==> src/rtl/periodic_task_scheduler_macros.svh <==
// ----------------------------------------------------------------------------
// Periodic task scheduler assertion macros
// Short forms for the concurrent checks at the end of the top level.
// ----------------------------------------------------------------------------
`ifndef PERIODIC_TASK_SCHEDULER_MACROS_SVH
`define PERIODIC_TASK_SCHEDULER_MACROS_SVH

// Same-cycle implication, checked on every rising edge out of reset.
`define PTS_ASSERT_NOW(lbl, ante, cons, msg) \
  lbl: assert property (@(posedge clk) disable iff (!rst_n) (ante) |-> (cons)) \
    else $error(msg);

// Next-cycle implication, checked on every rising edge out of reset.
`define PTS_ASSERT_NEXT(lbl, ante, cons, msg) \
  lbl: assert property (@(posedge clk) disable iff (!rst_n) (ante) |=> (cons)) \
    else $error(msg);

`endif

==> src/rtl/pts_pkg.sv <==
`timescale 1ns / 1ps
// ----------------------------------------------------------------------------
// Periodic task scheduler package
// Shared constants, register codes, sequencer states and step flags.
// ----------------------------------------------------------------------------
package pts_pkg;

  // Tasks described by the configuration words (one byte each).
  localparam int CFG_TASKS = 8;
  localparam int TASK_W    = 3;
  localparam int RUN_W     = 4;
  localparam int BYTE_W    = 8;
  localparam int WORD_W    = 64;
  localparam int CNT_W     = 4;
  localparam int MISS_W    = 16;
  localparam int TIME_W    = 16;
  localparam int CFG_IDX_W = 8;

  localparam logic [MISS_W-1:0] MISS_MAX = '1;
  localparam logic [RUN_W-1:0]  RUN_IDLE = '0;

  // Configuration register indexes
  localparam logic [CFG_IDX_W-1:0] REG_POLICY   = 8'd0;
  localparam logic [CFG_IDX_W-1:0] REG_COUNT    = 8'd1;
  localparam logic [CFG_IDX_W-1:0] REG_PERIODS  = 8'd2;
  localparam logic [CFG_IDX_W-1:0] REG_RUNTIMES = 8'd3;

  // Register reset values
  localparam logic             POLICY_RST   = 1'b0;
  localparam logic [CNT_W-1:0] COUNT_RST    = 4'd2;
  localparam logic [WORD_W-1:0] PERIODS_RST  = 64'h0000_0000_0000_0705;
  localparam logic [WORD_W-1:0] RUNTIMES_RST = 64'h0000_0000_0000_0402;

  // Policy codes
  localparam logic POLICY_RMS = 1'b0;
  localparam logic POLICY_EDF = 1'b1;

  typedef enum logic [3:0] {
    ST_IDLE   = 4'b0001,
    ST_SCAN   = 4'b0010,
    ST_CHARGE = 4'b0100,
    ST_EMIT   = 4'b1000
  } state_t;

  // Per-task outcome of one scan step
  typedef struct packed {
    logic release_now;
    logic miss;
    logic active;
    logic take;
  } step_flags_t;

endpackage

==> src/rtl/pts_task_step.sv <==
`timescale 1ns / 1ps
// ----------------------------------------------------------------------------
// Task step unit
// Release check, counter reload and priority compare for one task per cycle.
// ----------------------------------------------------------------------------
module pts_task_step #(
  parameter int COUNT_WIDTH = 8,
  parameter int KEY_W       = 8
) (
  input  logic                        policy,
  input  logic [pts_pkg::BYTE_W-1:0]  period_byte,
  input  logic [pts_pkg::BYTE_W-1:0]  runtime_byte,
  input  logic                        active,
  input  logic [COUNT_WIDTH-1:0]      remaining,
  input  logic [COUNT_WIDTH-1:0]      countdown,
  input  logic                        best_vld,
  input  logic [KEY_W-1:0]            best_key,
  output pts_pkg::step_flags_t        flags,
  output logic [COUNT_WIDTH-1:0]      remaining_upd,
  output logic [COUNT_WIDTH-1:0]      countdown_nxt,
  output logic [KEY_W-1:0]            key
);

  localparam logic [COUNT_WIDTH-1:0] CMAX = '1;
  localparam int SAT_W = (COUNT_WIDTH > pts_pkg::BYTE_W) ? COUNT_WIDTH : pts_pkg::BYTE_W;

  logic [COUNT_WIDTH-1:0] period_sat;
  logic [COUNT_WIDTH-1:0] runtime_sat;
  logic [COUNT_WIDTH-1:0] countdown_upd;
  logic                   rel;

  // Load bytes into counters, saturating when the counter is narrower
  assign period_sat  = (SAT_W'(period_byte) > SAT_W'(CMAX)) ? CMAX
                                                            : COUNT_WIDTH'(period_byte);
  assign runtime_sat = (SAT_W'(runtime_byte) > SAT_W'(CMAX)) ? CMAX
                                                             : COUNT_WIDTH'(runtime_byte);

  assign rel           = (period_byte != '0) && (countdown == '0);
  assign remaining_upd = rel ? runtime_sat : remaining;
  assign countdown_upd = rel ? period_sat : countdown;

  // EDF keys on time left to the deadline, RMS on the period
  assign key = (policy == pts_pkg::POLICY_EDF) ? KEY_W'(countdown_upd) : KEY_W'(period_byte);

  // Count down after the compare has seen the post-release value
  assign countdown_nxt = (countdown_upd != '0) ? countdown_upd - 1'b1 : countdown_upd;

  assign flags.release_now = rel;
  assign flags.miss        = rel && (remaining != '0);
  assign flags.active      = active || rel;
  assign flags.take        = (active || rel) && (!best_vld || (key < best_key));

endmodule

==> src/rtl/periodic_task_scheduler.sv <==
`timescale 1ns / 1ps
// ----------------------------------------------------------------------------
// Periodic task scheduler
// One transaction per scheduler tick: release, pick and charge one task.
// ----------------------------------------------------------------------------
// Usage:
//   in_*   : one transaction per tick; in_clear = 1 restarts time and clears
//            all task state (configuration registers are kept).
//   out_*  : one result transaction per input transaction, in order.
//   cfg_*  : register writes (policy, task count, periods, run times);
//            always ready, write only while the block is idle.
// Timing:
//   A tick walks the n tasks in use through one shared release/compare unit,
//   one task per cycle, then charges the chosen task and emits the result.
//   The result becomes valid in the same cycle as in_ready returns; a clear
//   skips the scan and charge steps and goes straight to the emit step.
// Reset:
//   Synchronous, active low. Registers return to their defaults (two tasks,
//   rate monotonic), all task state is zero, time restarts at zero.
// Stall:
//   A result held by a low out_ready stays on out_*; the next tick is
//   accepted, but it waits after its charge step until the result is taken.
// ----------------------------------------------------------------------------
`include "periodic_task_scheduler_macros.svh"

module periodic_task_scheduler #(
  parameter int TASKS       = 8,
  parameter int COUNT_WIDTH = 8
) (
  input  logic                               clk,
  input  logic                               rst_n,
  // configuration
  input  logic                               cfg_valid,
  output logic                               cfg_ready,
  input  logic [pts_pkg::CFG_IDX_W-1:0]      cfg_index,
  input  logic [pts_pkg::WORD_W-1:0]         cfg_data,
  // tick input
  input  logic                               in_valid,
  output logic                               in_ready,
  input  logic                               in_clear,
  // result
  output logic                               out_valid,
  input  logic                               out_ready,
  output logic [pts_pkg::RUN_W-1:0]          out_running_task,
  output logic                               out_completed,
  output logic [pts_pkg::CFG_TASKS-1:0]      out_miss_mask,
  output logic [pts_pkg::MISS_W-1:0]         out_miss_total,
  output logic [pts_pkg::TIME_W-1:0]         out_tick_time
);

  localparam int IDX_W = (TASKS > 1) ? $clog2(TASKS) : 1;
  localparam int KEY_W = (COUNT_WIDTH > pts_pkg::BYTE_W) ? COUNT_WIDTH : pts_pkg::BYTE_W;
  localparam int NLIM  = (TASKS < pts_pkg::CFG_TASKS) ? TASKS : pts_pkg::CFG_TASKS;

  // Configuration registers
  logic                         policy_r;
  logic [pts_pkg::CNT_W-1:0]    task_count_r;
  logic [pts_pkg::WORD_W-1:0]   periods_r;
  logic [pts_pkg::WORD_W-1:0]   runtimes_r;

  // Task state
  logic                         active_r [TASKS];
  logic [COUNT_WIDTH-1:0]       rem_r    [TASKS];
  logic [COUNT_WIDTH-1:0]       cd_r     [TASKS];
  logic [pts_pkg::MISS_W-1:0]   miss_r;
  logic [pts_pkg::TIME_W-1:0]   time_r;

  // Sequencer
  pts_pkg::state_t              state_r;
  logic [pts_pkg::TASK_W-1:0]   k_r;
  logic                         best_vld_r;
  logic [pts_pkg::TASK_W-1:0]   best_r;
  logic [KEY_W-1:0]             best_key_r;
  logic [COUNT_WIDTH-1:0]       best_rem_r;
  logic [pts_pkg::CFG_TASKS-1:0] mask_r;
  logic [pts_pkg::TIME_W-1:0]   res_time_r;
  logic                         res_done_r;

  // Output stage
  logic                         out_valid_r;
  logic [pts_pkg::RUN_W-1:0]    out_task_r;
  logic                         out_done_r;
  logic [pts_pkg::CFG_TASKS-1:0] out_mask_r;
  logic [pts_pkg::MISS_W-1:0]   out_miss_r;
  logic [pts_pkg::TIME_W-1:0]   out_time_r;

  logic [pts_pkg::CNT_W-1:0]    n_eff;
  logic [IDX_W-1:0]             scan_idx;
  logic [IDX_W-1:0]             best_idx;
  logic                         scan_last;
  logic                         in_fire;
  logic                         out_load;
  logic [COUNT_WIDTH-1:0]       rem_chg;
  logic                         chg_done;
  logic                         out_is_idle;

  pts_pkg::step_flags_t         st_flags;
  logic [COUNT_WIDTH-1:0]       st_rem;
  logic [COUNT_WIDTH-1:0]       st_cd;
  logic [KEY_W-1:0]             st_key;

  assign n_eff     = (task_count_r > pts_pkg::CNT_W'(NLIM)) ? pts_pkg::CNT_W'(NLIM)
                                                            : task_count_r;
  assign scan_idx  = IDX_W'(k_r);
  assign best_idx  = IDX_W'(best_r);
  assign scan_last = (pts_pkg::CNT_W'(k_r) == (n_eff - 1'b1));
  assign in_ready  = (state_r == pts_pkg::ST_IDLE);
  assign in_fire   = in_valid && in_ready;
  assign out_load  = (state_r == pts_pkg::ST_EMIT) && (!out_valid_r || out_ready);
  assign cfg_ready = 1'b1;

  assign rem_chg  = (best_rem_r != '0) ? best_rem_r - 1'b1 : best_rem_r;
  assign chg_done = best_vld_r && (rem_chg == '0);

  pts_task_step #(
    .COUNT_WIDTH (COUNT_WIDTH),
    .KEY_W       (KEY_W)
  ) u_step (
    .policy        (policy_r),
    .period_byte   (periods_r[pts_pkg::BYTE_W*k_r +: pts_pkg::BYTE_W]),
    .runtime_byte  (runtimes_r[pts_pkg::BYTE_W*k_r +: pts_pkg::BYTE_W]),
    .active        (active_r[scan_idx]),
    .remaining     (rem_r[scan_idx]),
    .countdown     (cd_r[scan_idx]),
    .best_vld      (best_vld_r),
    .best_key      (best_key_r),
    .flags         (st_flags),
    .remaining_upd (st_rem),
    .countdown_nxt (st_cd),
    .key           (st_key)
  );

  // Configuration writes
  always_ff @(posedge clk) begin
    if (!rst_n) begin
      policy_r     <= pts_pkg::POLICY_RST;
      task_count_r <= pts_pkg::COUNT_RST;
      periods_r    <= pts_pkg::PERIODS_RST;
      runtimes_r   <= pts_pkg::RUNTIMES_RST;
    end else if (cfg_valid && cfg_ready) begin
      unique case (cfg_index)
        pts_pkg::REG_POLICY:   policy_r     <= cfg_data[0];
        pts_pkg::REG_COUNT:    task_count_r <= cfg_data[pts_pkg::CNT_W-1:0];
        pts_pkg::REG_PERIODS:  periods_r    <= cfg_data;
        pts_pkg::REG_RUNTIMES: runtimes_r   <= cfg_data;
        default: ;
      endcase
    end
  end

  // Sequencer and task state
  always_ff @(posedge clk) begin
    if (!rst_n || (in_fire && in_clear)) begin
      for (int i = 0; i < TASKS; i++) begin
        active_r[i] <= 1'b0;
        rem_r[i]    <= '0;
        cd_r[i]     <= '0;
      end
      miss_r <= '0;
      time_r <= '0;
    end else begin
      if (state_r == pts_pkg::ST_SCAN) begin
        active_r[scan_idx] <= st_flags.active;
        rem_r[scan_idx]    <= st_rem;
        cd_r[scan_idx]     <= st_cd;
        if (st_flags.miss && (miss_r != pts_pkg::MISS_MAX)) begin
          miss_r <= miss_r + 1'b1;
        end
      end
      if (state_r == pts_pkg::ST_CHARGE) begin
        if (best_vld_r) begin
          rem_r[best_idx] <= rem_chg;
          if (chg_done) begin
            active_r[best_idx] <= 1'b0;
          end
        end
        time_r <= time_r + 1'b1;
      end
    end
  end

  always_ff @(posedge clk) begin
    if (!rst_n) begin
      state_r    <= pts_pkg::ST_IDLE;
      k_r        <= '0;
      best_vld_r <= 1'b0;
    end else begin
      unique case (state_r)
        pts_pkg::ST_IDLE: begin
          if (in_fire) begin
            k_r        <= '0;
            best_vld_r <= 1'b0;
            mask_r     <= '0;
            res_done_r <= 1'b0;
            res_time_r <= in_clear ? '0 : time_r;
            if (in_clear) begin
              state_r <= pts_pkg::ST_EMIT;
            end else if (n_eff == '0) begin
              state_r <= pts_pkg::ST_CHARGE;
            end else begin
              state_r <= pts_pkg::ST_SCAN;
            end
          end
        end
        pts_pkg::ST_SCAN: begin
          if (st_flags.miss) begin
            mask_r[k_r] <= 1'b1;
          end
          if (st_flags.take) begin
            best_vld_r <= 1'b1;
            best_r     <= k_r;
            best_key_r <= st_key;
            best_rem_r <= st_rem;
          end
          k_r <= k_r + 1'b1;
          if (scan_last) begin
            state_r <= pts_pkg::ST_CHARGE;
          end
        end
        pts_pkg::ST_CHARGE: begin
          res_done_r <= chg_done;
          state_r    <= pts_pkg::ST_EMIT;
        end
        pts_pkg::ST_EMIT: begin
          if (out_load) begin
            state_r <= pts_pkg::ST_IDLE;
          end
        end
        default: state_r <= pts_pkg::ST_IDLE;
      endcase
    end
  end

  // Output register: hold until taken
  always_ff @(posedge clk) begin
    if (!rst_n) begin
      out_valid_r <= 1'b0;
    end else if (out_load) begin
      out_valid_r <= 1'b1;
    end else if (out_ready) begin
      out_valid_r <= 1'b0;
    end
  end

  always_ff @(posedge clk) begin
    if (out_load) begin
      out_task_r <= best_vld_r ? pts_pkg::RUN_W'(best_r) + 1'b1 : pts_pkg::RUN_IDLE;
      out_done_r <= res_done_r;
      out_mask_r <= mask_r;
      out_miss_r <= miss_r;
      out_time_r <= res_time_r;
    end
  end

  assign out_valid        = out_valid_r;
  assign out_running_task = out_task_r;
  assign out_completed    = out_done_r;
  assign out_miss_mask    = out_mask_r;
  assign out_miss_total   = out_miss_r;
  assign out_tick_time    = out_time_r;

  assign out_is_idle = (out_running_task == pts_pkg::RUN_IDLE);

  `PTS_ASSERT_NEXT(a_busy_after_accept, in_valid && in_ready, !in_ready, "ready after accept")
  `PTS_ASSERT_NOW(a_idle_not_done, out_valid && out_is_idle, !out_completed, "done without task")
  `PTS_ASSERT_NOW(a_miss_counted, out_valid && (|out_miss_mask), |out_miss_total, "miss not counted")

endmodule
==> config.mk <==
export PLATFORM = sky130hd
export DESIGN_NAME = periodic_task_scheduler
export DESIGN_NICKNAME = d
export VERILOG_FILES = /design/src/rtl/pts_pkg.sv /design/src/rtl/pts_task_step.sv /design/src/rtl/periodic_task_scheduler.sv
export VERILOG_INCLUDE_DIRS = /design/src /design/src/rtl
export SDC_FILE = /design/constraint.sdc
export NUM_CORES = 1
export LEC_CHECK = 0
export ABC_AREA = 1
export BUFFER_PORTS_ARGS = -buffer_cell sky130_fd_sc_hd__buf_2
export CELL_PAD_IN_SITES_DETAIL_PLACEMENT = 1
export CELL_PAD_IN_SITES_GLOBAL_PLACEMENT = 1
export CORE_MARGIN = 2
export CORE_UTILIZATION = 45
export CTS_CLUSTER_DIAMETER = 120
export DETAILED_ROUTE_END_ITERATION = 10
export PLACE_DENSITY = 0.76
export SLEW_MARGIN = 20
export SYNTH_ARGS = -nofsm -noshare
export SYNTH_HDL_FRONTEND = slang
export SYNTH_SLANG_ARGS = --single-unit
==> constraint.sdc <==
create_clock -name clk -period 5.35 [get_ports clk]
set_input_delay 0 -clock clk [delete_from_list [all_inputs] [get_ports clk]]
set_output_delay 0 -clock clk [all_outputs]
set_load 0.02 [all_outputs]
# --- Word level (Yosys, flattened, before mapping) ---
# Memory sizes are Yosys's and may differ from the RTL's. A register that Yosys moved wholly into a read port is not among the register bits.
# Cells that the tools add are included.
totals:
  wordCells: 160
  romBits: 0
  output_inout_bits: 48
  latch_bits: 0
  mem_bits_rw: 136
  reg_bits: 263
  memories: 3
op_classes:
  div: 0
  n_reduce_logical: 44
  mul: 0
  n_eq_ne: 14
  n_addsub: 7
  n_shift: 2
  bitwise: 1
  n_mux: 62
  magnitude_cmp: 6
memory_table:
  columns: ["name", "depth", "width", "rd", "rd_ports_with_merged_regs", "wr", "line_no", "text"]
  rows:
  - ["cd_r", 8, 8, 1, 1, 8, "periodic_task_scheduler.sv:64", "logic [COUNT_WIDTH-1:0] cd_r [TASKS];"]
  - ["rem_r", 8, 8, 1, 1, 8, "periodic_task_scheduler.sv:63", "logic [COUNT_WIDTH-1:0] rem_r [TASKS];"]
  - ["active_r", 8, 1, 1, 1, 8, "periodic_task_scheduler.sv:62", "logic active_r [TASKS];"]
ops:
  columns: ["op", "n"]
  rows:
  - ["indexed part select 64 x 7 -> 8 bit", 2]
  - ["two-way mux 8 bit", 12]
  - ["two-way mux 3 bit", 13]
  - ["adder 16 x 1 -> 16 bit (second input constant)", 2]
  - ["nonzero test 8 bit", 4]
  - ["two-way mux 1 bit", 26]
  - ["logical NOT 8 bit", 3]
  - ["OR reduction 8 bit", 3]
  - ["two-way mux 4 bit", 5]
  - ["== test 8 x 2 -> 1 bit (second input constant)", 2]
  - ["greater-than comparator 8 bit (second input constant)", 2]
  - ["inequality test 16 bit (second input constant)", 1]
  - ["one-hot mux 4 bit (4 select lines)", 1]
  - ["one-hot mux 8 bit (2 select lines)", 1]
  - ["subtractor 8 x 1 -> 8 bit (second input constant)", 2]
  - ["AND reduction 3 bit", 5]
  - ["AND reduction 2 bit", 6]
  - ["logical AND 1 bit", 9]
  - ["== test 8 x 1 -> 1 bit (second input constant)", 1]
  - ["< comparator 8 bit", 1]
  - ["inequality test 2 bit (second input constant)", 4]
  - ["bitwise OR 8 bit", 1]
  - ["one-hot mux 3 bit (2 select lines)", 1]
  - ["nonzero test 2 bit", 3]
  - ["19 further kinds", 26]

# --- Logic depth before layout (Yosys ltp) ---
depth:
  depth_word: 11
  mapped_depth: 27
  depth_no_buf: 24

# --- Hierarchy ---
# From an unflattened synthesis, not the netlist that was laid out.
unflattened:
  hier_cells: 2011
  hier_area_um2: 17823.3
modules_own_cells:
  columns: ["module", "cells_per_inst", "area_each_um2", "n_inst"]
  rows:
  - ["periodic_task_scheduler", 1855, 17030.1, 1]
  - ["pts_task_step", 156, 793.3, 1]

# --- Least setup slack after synthesis ---
# Ideal clock, no wire load.
synth_path:
  kind: "reg2reg"
  startpoint: "reg k_r[0] (netlist name)"
  endpoint: "reg best_r (netlist bit best_idx[0]), enable pin"
  t_arrival_ps: 3531
  path_slack_ps: 1418
  stages_incl_launch_ff: 23
  period_less_slack_ps: 3932
  n_path_buf: 3
  setup_time_ps: 401
  cell_sequence: "dfxtp_1 buf_6 buf_2 nand2_1 nand3_1 nand2_1 nor2_2 nand2_1 nor2_1 nand3_1 nand2_2 buf_6 nor2_1 nor2_1 inv_1 nand2_1 o21ai_0 ha_1 nand2_1 nor2_1 a211oi_1 nand2_1 a21oi_1"
synth_between:
  elab_chain_cells: 9
synth_lines:
  columns: ["element", "line_no", "text"]
  rows:
  - ["from (decl)", "periodic_task_scheduler.sv:70", "logic [pts_pkg::TASK_W-1:0] k_r;"]
  - ["from (signal assigned)", "periodic_task_scheduler.sv:215", "k_r <= k_r + 1'b1;"]
  - ["indexed part select 64 x 7 -> 8 bit (*)", "periodic_task_scheduler.sv:120", ".period_byte (periods_r[pts_pkg::BYTE_W*k_r +: pts_pkg::BYTE_W]),"]
  - ["greater-than comparator 8 bit / nonzero test 8 bit (equally long branches)", "pts_task_step.sv:33, pts_task_step.sv:38", null]
  - ["two-way mux 8 bit / logical AND 1 bit (equally long branches)", "pts_task_step.sv:33, pts_task_step.sv:38", null]
  - ["two-way mux 8 bit", "pts_task_step.sv:40", "assign countdown_upd = rel ? period_sat : countdown;"]
  - ["two-way mux 8 bit (*)", "pts_task_step.sv:43", "assign key = (policy == pts_pkg::POLICY_EDF) ? KEY_W'(countdown_upd) : KEY_W'(period_byte);"]
  - ["named net st_key[7]", "periodic_task_scheduler.sv:100", "logic [KEY_W-1:0] st_key;"]
  - ["< comparator 8 bit (*)", "pts_task_step.sv:51", "assign flags.take = (active || rel) && (!best_vld || (key < best_key));"]
  - ["logical OR 1 bit (*)", "pts_task_step.sv:51", null]
  - ["logical AND 1 bit (*)", "pts_task_step.sv:51", null]
  - ["AND reduction 3 bit (no source line) (*)", null, null]
  - ["to (signal assigned)", "periodic_task_scheduler.sv:211", "best_r <= k_r;"]
  - ["to (decl)", "periodic_task_scheduler.sv:72", "logic [pts_pkg::TASK_W-1:0] best_r;"]
# The timed path passes the listed nets; every way through them passes the cells marked *.
# A chain may end at the register's enable or synchronous reset.

==> summary.txt <==
Run status
  • Status: finished clean

Routing
  • Antenna-violating nets left: 0
  • DR vias: around 16,000
  • DRC violations left: 0
  • 1st-pass router iterations: 5
  • DR vias/cell: ~5.4
  • Drt total wl: 59.6 mm
  • WL/cell: 20.6 um
  • DRT iter0 DRCs: approximately 1,100

STA
  • Final Skew: roughly 19 ps
  • Final period utilization: 0.884
  • Final setup TNS: 0 ps
  • Fin crit period: 4730 ps
  • Fin. max-slew vios: 0
  • RSZ-0062 raised after global routing: false
  • Max Freq: 0.211 GHz
  • Final hold vios: 0
  • Max transition margin: 0.264
  • Final setup violation count: 0
  • Tightest Pin Transition: around 1100 ps

Floorplanning
  • Die area: 0.0418 mm2
  • Die Span X: 204 um
  • Core area: 0.0396 mm2
  • I/O pin count: 126
  • Row count: 73
  • Starting density of the core: 0.456
  • Vert. Die Dim: 204 um

Clock network
  • Clock Latency Late Sink: 580 ps
  • Inserted Clock Buffers: 44
  • CTS Root Cell: clkbuf_16
  • CTS max path bufs: 3
  • Clock Sinks: 402
  • Worst-path clk slew: 60 ps
  • CTS H-Tree Depth: 2
  • CTS tree: yes

Synthesis
  • Post-Synth Simple-Gate Area: 0.236
  • Synth Area in Compound Gates: 0.105
  • Synth cell count leaders: nand2_1 (465), nor2_1 (440), edfxtp_1 (225)
  • Number of flops mapped to enable cells by yosys: 225
  • Synth Area in Adders: 0.0118
  • Cell taking the most area after synthesis: edfxtp_1
  • Synth top area share: 0.374
  • Count leader, synth: nand2_1
  • Synth warn: 0
  • Mapped Area: 0.0181 mm2
  • Xor-xnor portion of the synthesized cell area: 0.00976
  • Multiplexer area fraction after synthesis: 0.00166
  • Largest family of logic cells by synthesized area: simple AND/OR/NAND/NOR gates
  • Mapped Cells: 2,146
  • Async SR Flop Fraction: 0
  • Avg Cell Area, Syn: 8.42 um2
  • Synth area leaders: edfxtp_1 (37%), dfxtp_1 (20%), nand2_1 (9.7%), nor2_1 (9.1%), o21ai_0 (5.9%)
  • Yosys reg bits: 402
  • Post-synthesis sequential area ratio: 0.570
  • Yosys cell types: just under 50
  • Primary FF master, synth: edfxtp_1
  • Mapped Nets: 2,241

GRT
  • Number of global-route vias before repair: between 15,000 and 20,000
  • All-Layer GR Usage: 0.289
  • Initial antenna violation count: 2
  • First-pass GRT wire length: 92.4 mm
  • Largest net degree at the start of global routing: 80
  • Gr ovfl total: 0

Finish
  • Share of cells above drive strength 1: 0.109
  • NumNets Final: approximately 2,400
  • Non-Filler Instances: 2,895
  • Area Growth Syn to Fin: 18.3%
  • Final Cell Area: about 0.021 mm2

Power and ir drop
  • Maximum VDD drop: 0.240 mV
  • Leak pwr: approximately 8.5 nW
  • Design Power: 0.00712 W
  • PD cells: 333 mW/mm2

Placed design
  • Detailed placement HPWL: roughly 40 mm
  • Placed cells: 2,734
  • Number of port buffers: 124
  • Routability cong.: between 0.8 and 0.9
  • Placement Cell Area: 0.0192 mm2

Setup path
  • Crit path DAT: 5000 ps
  • Required time worst endpoint: 5620 ps
  • CP Max Fanout: 22
  • Worst Setup Start Kind: flip-flop
  • Critical path class: flip-flop to flip-flop
  • Crit path capture type: flip-flop

Job
  • Max_cap viols: 0

Worst hold path
  • Hold Path Class: primary input to flip-flop
[area by class of cell]
cell class	count	area [um2]
fill	4751	18300
sequential	402	10300
multi-input combinational	1446	6600
timing repair buffer	230	1610
clock buffer	63	1230
inverter	208	783
tap	525	657
clock inverter	18	175
antenna	3	7.51
[per-layer routing]
metal  wire (um)  share of wire  global-route usage
met4        2400          0.040               0.121
met2       28900           0.49               0.489
met3        2510          0.042              0.0378
met5           0              0                   0
met1       25800           0.43               0.373
[critical path: stages (launching register included)]
cell and delay [ps]:
dfxtp_1 850, inv_1 480, nand2_1 170, nand2_1 90, nor2_1 110, nand2_1 90, nor2_1 210, nand2_2 210
a21oi_1 310, nor2_1 180, o21ai_0 350, ha_1 330, a21oi_1 200, nand2_1 90, nand2_1 60, nand2_1 60
a21oi_2 310, buf_4 300
[cell families after synthesis]
family	count (synthesis)
muxes	3
xor gates and xnor gates	18
adders and majority gates	17
AOI/OAI and AO/OA	354
DFF	402
and+or+nand+nor	1053
buffers and inverters	298
other	1
[cells in the final DEF (no fill, tap or decap), types with 30 or more instances in the layout]
master / instances
edfxtp_1: 225
nand2_1: 463
nor2_1: 439
inv_1: 200
clkbuf_16: 44
dfxtp_1: 176
buf_4: 30
o21ai_0: 213
dlygate4sd3_1: 77
buf_2: 123
a21oi_1: 82
nand3_1: 73
[power breakdown]
group / total [W] / internal [W] / leakage, nW / switching (W)
clock network: 0.00302 / 0.00175 / 0.696 / 0.00127
registers: 0.00344 / 0.00340 / 3.69 / 0.0000455
logic: 0.000662 / 0.000183 / 4.15 / 0.000479
[final timing paths]
| path | from | end | slack (ps) | cells after the start |
|---|---|---|---|---|
| max | flip-flop | best_rem_r[5] | 620 | 17 |
| max reg2reg | flip-flop | best_rem_r[5] | 620 | 17 |
| min reg2reg | res_time_r[6] | out_tick_time[6] | 420 | 0 |
| min | cfg_data[9] | periods_r[9] | 220 | 4 |
[per-stage QoR]
| stage | util | worst slack, ps | hold slack [ps] |
|---|---|---|---|
| floorplan | - | 1420 | 113 |
| global placement | 0.484 | 762 | 238 |
| detailed placement | 0.484 | 736 | 248 |
| CTS | 0.539 | 732 | 202 |
| global route | 0.539 | 218 | 229 |
| finish | 0.539 | 621 | 223 |
[what timing repair did]
action,4_1_cts,5_1_grt
hold buffers,77,0
setup buffers,0,0
endpoints found under the hold margin,159,0
gates resized for setup,0,0
[sequential cells by signal, summed over array words and instances, names as in the netlist, 3 cells and up, named ones only]
name              count
active_r              8
best_rem_r            8
cd_r                 64
out_running_task      4
best_key_r            8
out_miss_mask         8
task_count_r          4
mask_r                8
k_r                   3
time_r               16
periods_r            64
rem_r                64
res_time_r           16
out_miss_total       16
miss_r               16
state_r               4
runtimes_r           64
out_tick_time        16
best_idx              3
Power figures use the tool's default switching activity.
